File: src/hdl/scp_pkg.sv
// Shared types and fixed widths for the segment closest-points block.
package scp_pkg;

   localparam int COORD_BITS = 12;
   localparam int DIFF_W     = COORD_BITS + 1;
   localparam int DOT_W      = 2 * DIFF_W + 1;
   localparam int WIDE_W     = 2 * DOT_W + 1;
   localparam int LIMIT_W    = 20;

   typedef logic signed [COORD_BITS-1:0] coord_type;
   typedef logic signed [DIFF_W-1:0]     diff_type;
   typedef logic signed [DOT_W-1:0]      dot_type;
   typedef logic signed [WIDE_W-1:0]     wide_type;

   typedef struct packed {
      coord_type a_start_x;
      coord_type a_start_y;
      coord_type a_end_x;
      coord_type a_end_y;
      coord_type b_start_x;
      coord_type b_start_y;
      coord_type b_end_x;
      coord_type b_end_y;
   } req_type;

   typedef struct packed {
      coord_type foot_a_x;
      coord_type foot_a_y;
      coord_type foot_b_x;
      coord_type foot_b_y;
      logic      interior_feet;
   } rsp_type;

   // Start points and directions, carried along the pipeline to the foot stage.
   typedef struct packed {
      coord_type ax;
      coord_type ay;
      coord_type bx;
      coord_type by;
      diff_type  dax;
      diff_type  day;
      diff_type  dbx;
      diff_type  dby;
      logic      interior;
   } geo_type;

endpackage

File: src/hdl/scp_frac.sv
// Pipelined restoring divider that forms a saturated unsigned fraction num/den.
module scp_frac #(
   parameter int FRACTION_BITS = 16
) (
   input  logic                          clock,
   input  scp_pkg::wide_type             num,
   input  scp_pkg::wide_type             den,
   output logic [FRACTION_BITS:0]        quo
);
   import scp_pkg::*;

   localparam logic [FRACTION_BITS:0] ONE = (FRACTION_BITS+1)'(1) << FRACTION_BITS;

   logic [WIDE_W-1:0]        rem_ff [0:FRACTION_BITS];
   logic [WIDE_W-1:0]        dvs_ff [0:FRACTION_BITS];
   logic [FRACTION_BITS-1:0] qbits_ff [0:FRACTION_BITS];
   logic                     frc_ff [0:FRACTION_BITS];
   logic [FRACTION_BITS:0]   fval_ff [0:FRACTION_BITS];

   logic zero_in;
   logic one_in;

   always_comb begin
      zero_in = (den <= 0) || (num <= 0);
      one_in  = !zero_in && (num >= den);
   end

   always_ff @(posedge clock) begin
      rem_ff[0]   <= num;
      dvs_ff[0]   <= den;
      qbits_ff[0] <= '0;
      frc_ff[0]   <= zero_in || one_in;
      fval_ff[0]  <= one_in ? ONE : '0;
   end

   // One quotient bit per stage.
   for (genvar i = 0; i < FRACTION_BITS; i++) begin : g_step
      logic [WIDE_W:0] dbl;
      logic [WIDE_W:0] dif;
      logic            ge;
      always_comb begin
         dbl = {rem_ff[i], 1'b0};
         dif = dbl - {1'b0, dvs_ff[i]};
         ge  = dbl >= {1'b0, dvs_ff[i]};
      end
      always_ff @(posedge clock) begin
         rem_ff[i+1]   <= ge ? dif[WIDE_W-1:0] : dbl[WIDE_W-1:0];
         dvs_ff[i+1]   <= dvs_ff[i];
         qbits_ff[i+1] <= {qbits_ff[i][FRACTION_BITS-2:0], ge};
         frc_ff[i+1]   <= frc_ff[i];
         fval_ff[i+1]  <= fval_ff[i];
      end
   end

   assign quo = frc_ff[FRACTION_BITS] ? fval_ff[FRACTION_BITS]
                                      : {1'b0, qbits_ff[FRACTION_BITS]};

endmodule

File: config.mk
export PLATFORM = sky130hd
export DESIGN_NAME = scp_frac
export DESIGN_NICKNAME = d
export VERILOG_FILES = /design/src/hdl/scp_pkg.sv /design/src/hdl/scp_frac.sv
export SDC_FILE = /design/constraint.sdc
export NUM_CORES = 2
export LEC_CHECK = 0
export BUFFER_PORTS_ARGS = -buffer_cell sky130_fd_sc_hd__clkbuf_2
export CAP_MARGIN = 20
export CORE_MARGIN = 5
export CORE_UTILIZATION = 26
export DETAILED_ROUTE_END_ITERATION = 10
export PLACE_DENSITY_LB_ADDON = 0.15
export SYNTH_ARGS = -nofsm -noshare
export SYNTH_HDL_FRONTEND = slang
export SYNTH_SLANG_ARGS = --single-unit
export TNS_END_PERCENT = 5
File: constraint.sdc
create_clock -name clock -period 11.1 [get_ports clock]
set_clock_uncertainty 0.15 [all_clocks]
set_input_delay 2.22 -clock clock [delete_from_list [all_inputs] [get_ports clock]]
set_output_delay 2.22 -clock clock [all_outputs]
set_load 0.05 [all_outputs]
Word level (Yosys, flattened, before mapping)
Memory sizes are Yosys's and may differ from the RTL's.
Cells that the tools add are included.
Word-level totals
  bits in registers: 0
  latch bits: 0
  bits in writable memories: 2448
  memory bits (read-only): 0
  output and inout port bits: 17
  logic and storage cells: 62
  memories: 5
Memory list
  dvs_ff: depth 17, bits a word 55, read ports 16, clocked after memory_dff 0, wr ports 17, line scp_frac.sv:15  | logic [WIDE_W-1:0] dvs_ff [0:FRACTION_BITS];
  rem_ff: depth 17, bits a word 55, read ports 16, clocked after memory_dff 0, wr ports 17, line scp_frac.sv:14  | logic [WIDE_W-1:0] rem_ff [0:FRACTION_BITS];
  fval_ff: depth 17, bits a word 17, read ports 17, clocked after memory_dff 0, wr ports 17, line scp_frac.sv:18  | logic [FRACTION_BITS:0] fval_ff [0:FRACTION_BITS];
  qbits_ff: depth 17, bits a word 16, read ports 17, clocked after memory_dff 0, wr ports 17, line scp_frac.sv:16  | logic [FRACTION_BITS-1:0] qbits_ff [0:FRACTION_BITS];
  frc_ff: depth 17, bits a word 1, read ports 17, clocked after memory_dff 0, wr ports 17, line scp_frac.sv:17  | logic frc_ff [0:FRACTION_BITS];
Cells by class
  $add $sub $neg: 16
  multiply operators: 0
  divide/modulo/power cells: 0
  $lt $le $gt $ge: 19
  eq/ne operators: 0
  shifts and indexed selects: 0
  mux-type cells: 18
  bitwise gates (word level): 0
  reductions and logical operators: 4
Operators by type and width (number)
  $ge A56 B55 Y1: 16
  $mux W55: 16
  $sub A55 B55 Y55: 16
  $le A55 B1 Y1 const B: 2
  $ge A55 B55 Y1: 1
  $mux W17: 2
  $logic_or A1 B1 Y1: 2
  $logic_and A1 B1 Y1: 1
  $logic_not A1 Y1: 1

Longest topological paths before layout
  depth after elaboration: 5
  depth in mapped cells: 17
  gate-level depth less buffers: 14

Worst setup path before layout
OpenSTA, ideal clock, no wires.
  kind: input port to flip-flop
  start point: in den[20]
  end point: mem frc_ff[0][0]
  library setup time: 0.128 ns
  arrival time: 3.718 ns
  required time: 10.822 ns
  slack: 7.104 ns
  cell stages on the path: 11
  path buffers: 0
  cells stage by stage: inv_1 -> ha_1 -> nand4_1 -> nor4_1 -> o21ai_0 -> o211ai_1 -> a21oi_1 -> o211ai_1 -> o22ai_1 -> a21oi_1 -> nand2_1
RTL lines
  start: declaration: line scp_frac.sv:7  | input scp_pkg::wide_type den,
  end: declaration: line scp_frac.sv:17

==> summary by stage <==
Layout
The leading cell type in the layout, fill and taps excluded is dfxtp_1. The filler cells instantiated in the layout total around 41000. The post-synthesis to final-layout area growth is 13.2%. The final layout contains 12632 nets. The library cells used most frequently in the layout, excluding fill and tap cells, are 1929 x dfxtp_1, 1153 x inv_1, 1081 x a21oi_1. In the final layout, the share of cells above drive strength 1 is 0.0694. The count of cells in the finished layout, fillers not included, comes to 16792.

Clocking
The maximum buffer depth of the clock tree is 4. In this run, post-CTS hold repair placed 0 buffers. TritonCTS built the clock tree.

The clock root buffer master is clkbuf_16. The total setup buffers inserted after CTS is 0. The insertion delay to the later sink of the worst-skew pair is 0.89 ns. The clock-pin slew of the registers on the worst-case setup and hold paths is 0.06 ns. The H-tree level count is 4. The TritonCTS sink count is 1930. The post-cts sizing count is 0. Counting the buffers created by CTS gives 226.

Place
The placed cell count is 16382. At the end of routability-driven placement, the weighted congestion stood at 0.870. The final HPWL from detailed placement is 228 mm. The count of buffers inserted at the top-level ports is 127.

Floorplanning
The number of top-level design ports is 128. The die extent in y is 630 um. In this run the core area contains 227 standard-cell rows. The effective utilization at floorplan is 0.261. The die area is just under 0.4 mm^2. The width of the die is 630 um. The area of the core is 0.383 mm^2.

Global routing
The initial antenna violation count was 2. The via count of the first global-routing pass was 78869. The wire length of the first global-routing pass is 441 mm. In the global route stage, overall resource usage came out at 0.137. The total congestion overflow after global routing is 0.

Entering global routing, the biggest net connects 111 pins.

Synthesis
The number of enable flip-flop cells after synthesis is 0. For this run, the number of Yosys warnings is 0. When the netlist entered floorplanning its net count stood at 12654. The cell count after synthesis came out at 11594. The prevailing post-synth register cell is dfxtp_1. After synthesis, the share of flip-flops with an asynchronous set or reset is 0.

The average footprint of a synthesized cell is 8.61 um^2. The number of distinct library cell variants in the gate-level netlist after synthesis is 119. The number of synthesized register bits is between 1500 and 2000.

The area of the mapped netlist is 0.0999 mm^2. The proportion of synthesized chip area in sequential cells is 0.387.

Run status
The flow ran to the end, and the final reports show no timing, DRC or antenna violations.

Power and ir drop
The maximum VDD drop is roughly 0.16 mV. The power density over the cells is between 300 and 400 mW/mm^2. The sequential share of power is 0.280. Cell internal power was estimated by the tool at 21.6 mW. Of the total power, the share spent switching nets is 0.415. Of the total power, combinational logic draws 0.516. Of the total power, the clock network draws 0.203. In this run the static leakage power is ~52 nW. The net load switching power is 15.4 mW.

STA
Setup violations remaining at the end of the flow were counted as 0. Adding up every negative setup slack in the final design gives 0 ns. The worst pin sits at a relative slew slack of 0.272. Setup repair after global routing left no endpoint under its margin. The final critical path time including I/O delays and setup is 5.51 ns. For this run, the top clock speed supported by timing is around 180 MHz. The actual slew at the worst max-slew pin is 1.06 ns.

The number of failing hold endpoints at the final stage came to 0. The count of pins over their slew limit is 0. Dividing the final minimum period by the clock period gives 0.496.

Worst setup path
The critical path class is reg2reg. On the worst path, the slowest cell contributes a delay of 0.81 ns. The top fanout value on the critical path is 85.

The worst setup path is captured at a flip-flop. The critical path goes through inv_1 > fa_1 > a21oi_2 > o21ai_1 > a2111oi_2 > o2111ai_1 > a31oi_2 > nand4_1 > a21oi_1 > o21ai_1 > a211oi_4 > buf_4 > mux2_2. The library cell appearing most often on the critical path is o21ai_1. The worst setup path is launched from a flip-flop. Data on the critical path is required at its endpoint by around 12 ns. For the worst setup path, the data arrival time is 6.12 ns. The cell with the biggest individual delay on the critical path is a211oi_4.

Min path
The path type of the worst min-delay path is reg2reg.

Routing
The count of TritonRoute iterations in the first routing pass is 5. The post-detailed-route DRC marker count is 0. The number of nets with antenna violations after detailed routing is 0.

Wires add up to 282 mm. After detailed routing, the average wire length per cell comes to between 15 and 20 um. The via density per instance is 4.58.

The first routing iteration left a little under 4000 violations. The routed layout has 76872 vias.

Flow run
The number of maximum-capacitance violations is 0.
## metrics by stage
stage               utilization  hold slack (ns)  setup WS [ns]  total power, mW  instance area (um^2)
floorplan                     -            0.160           7.10             24.8                 99900
global placement          0.276            0.160           5.56             29.8                105000
detailed placement        0.276            0.162           5.55             29.6                105000
CTS                       0.295            0.149           5.52             37.5                113000
global route              0.295            0.154           5.22             40.2                113000
finish                    0.295            0.149           5.59             37.0                113000
## critical path, delay by kind of cell (launching register included)
| kind | cells | cell delay, ns |
|---|---|---|
| AND/OR/NAND/NOR | 1 | 0.17 |
| multiplexers | 1 | 0.41 |
| AO/OA/AOI/OAI | 8 | 2.98 |
| buffers and inverters | 2 | 0.77 |
| adder cells (fa/ha/maj) | 1 | 0.45 |
| flip-flops | 1 | 0.36 |
## layout make-up
cell class	instances	area [um^2]	area share
well taps	5038	6300	0.0558
clock buffers	318	6530	0.0577
inverters	1156	4340	0.0384
repair buffers	176	1000	0.00888
multi-input cells	8082	55200	0.488
clock inverters	81	1000	0.00887
flip-flops and latches	1930	38600	0.342
diodes	11	27.5	0.000244
## final timing paths
kind / endpoint / slack [ns] / start / cells after the start
setup / recovery: rem_ff[0][221] / 5.59 / dvs_ff[0][165] / 13
hold / removal: qbits_ff[11][8] / 0.15 / qbits_ff[10][7] / 0
setup reg to reg: rem_ff[0][221] / 5.59 / dvs_ff[0][165] / 13
hold reg to reg: qbits_ff[11][8] / 0.15 / qbits_ff[10][7] / 0
## power by group through the flow
stage / clock (mW) / combinational, mW / sequential, mW
2_1_floorplan: 0 / 14.9 / 9.96
3_3_place_gp: 0 / 19.1 / 10.6
3_5_place_dp: 0 / 19.1 / 10.5
4_1_cts: 7.86 / 19.2 / 10.4
5_1_grt: 8.12 / 21.4 / 10.6
6_report: 7.53 / 19.1 / 10.4
## registers in the layout, indices dropped and copies added (netlist names)
name      count
dvs_ff      880
qbits_ff    136
frc_ff       17
rem_ff      880
fval_ff      17
## synthesized netlist by cell type (17+ instances only)
cell       number  share of area
inv_1        1153          0.043
nand4_1       253          0.016
or2_2          25         0.0016
or3_1          22         0.0014
o21bai_1      157          0.012
a41oi_1        26         0.0023
o31ai_1        63         0.0047
nor2_1        610          0.023
nor2b_1       112         0.0070
nor3_1        103         0.0052
o21a_1         94         0.0071
o21ai_0       914          0.046
a21oi_1      1081          0.054
o211ai_1       39         0.0029
and3_1         83         0.0052
a211oi_1       62         0.0047
mux2_2        144          0.016
buf_4          21         0.0016
a21boi_0       37         0.0028
nand2b_1       92         0.0058
a2111oi_0      17         0.0015
o21ai_1        18        0.00090
ha_1          934           0.12
a21o_1        608          0.046
and2_1         58         0.0036
clkbuf_1      326          0.012
a211o_1        25         0.0022
nand2_1      1047          0.039
a221o_1        19         0.0019
dfxtp_1      1930           0.39
buf_2          59         0.0030
nand3_1       167         0.0084
a31oi_1        99         0.0062
nor4_1         66         0.0041
xor2_1        298          0.026
xnor2_1       450          0.039
mux2_4         31         0.0047
## cell families after synthesis
| kind of cell | after synthesis | synth area share |
|---|---|---|
| adders and majority gates | 949 | 0.120 |
| AOI/OAI and AO/OA | 3478 | 0.216 |
| buffers and inverters | 1582 | 0.0618 |
| xor gates and xnor gates | 748 | 0.0656 |
| DFF | 1930 | 0.387 |
| and+or+nand+nor | 2718 | 0.127 |
| muxes | 189 | 0.0224 |
## metal layers
layer	wire length [um]	vias to the layer above	track usage
li1	-	40285	-
met4	15500	0	0.0682
met5	0	-	0
met2	134000	1307	0.241
met3	7740	596	0.0151
met1	125000	34684	0.166
(Power assumes the default switching activity.)
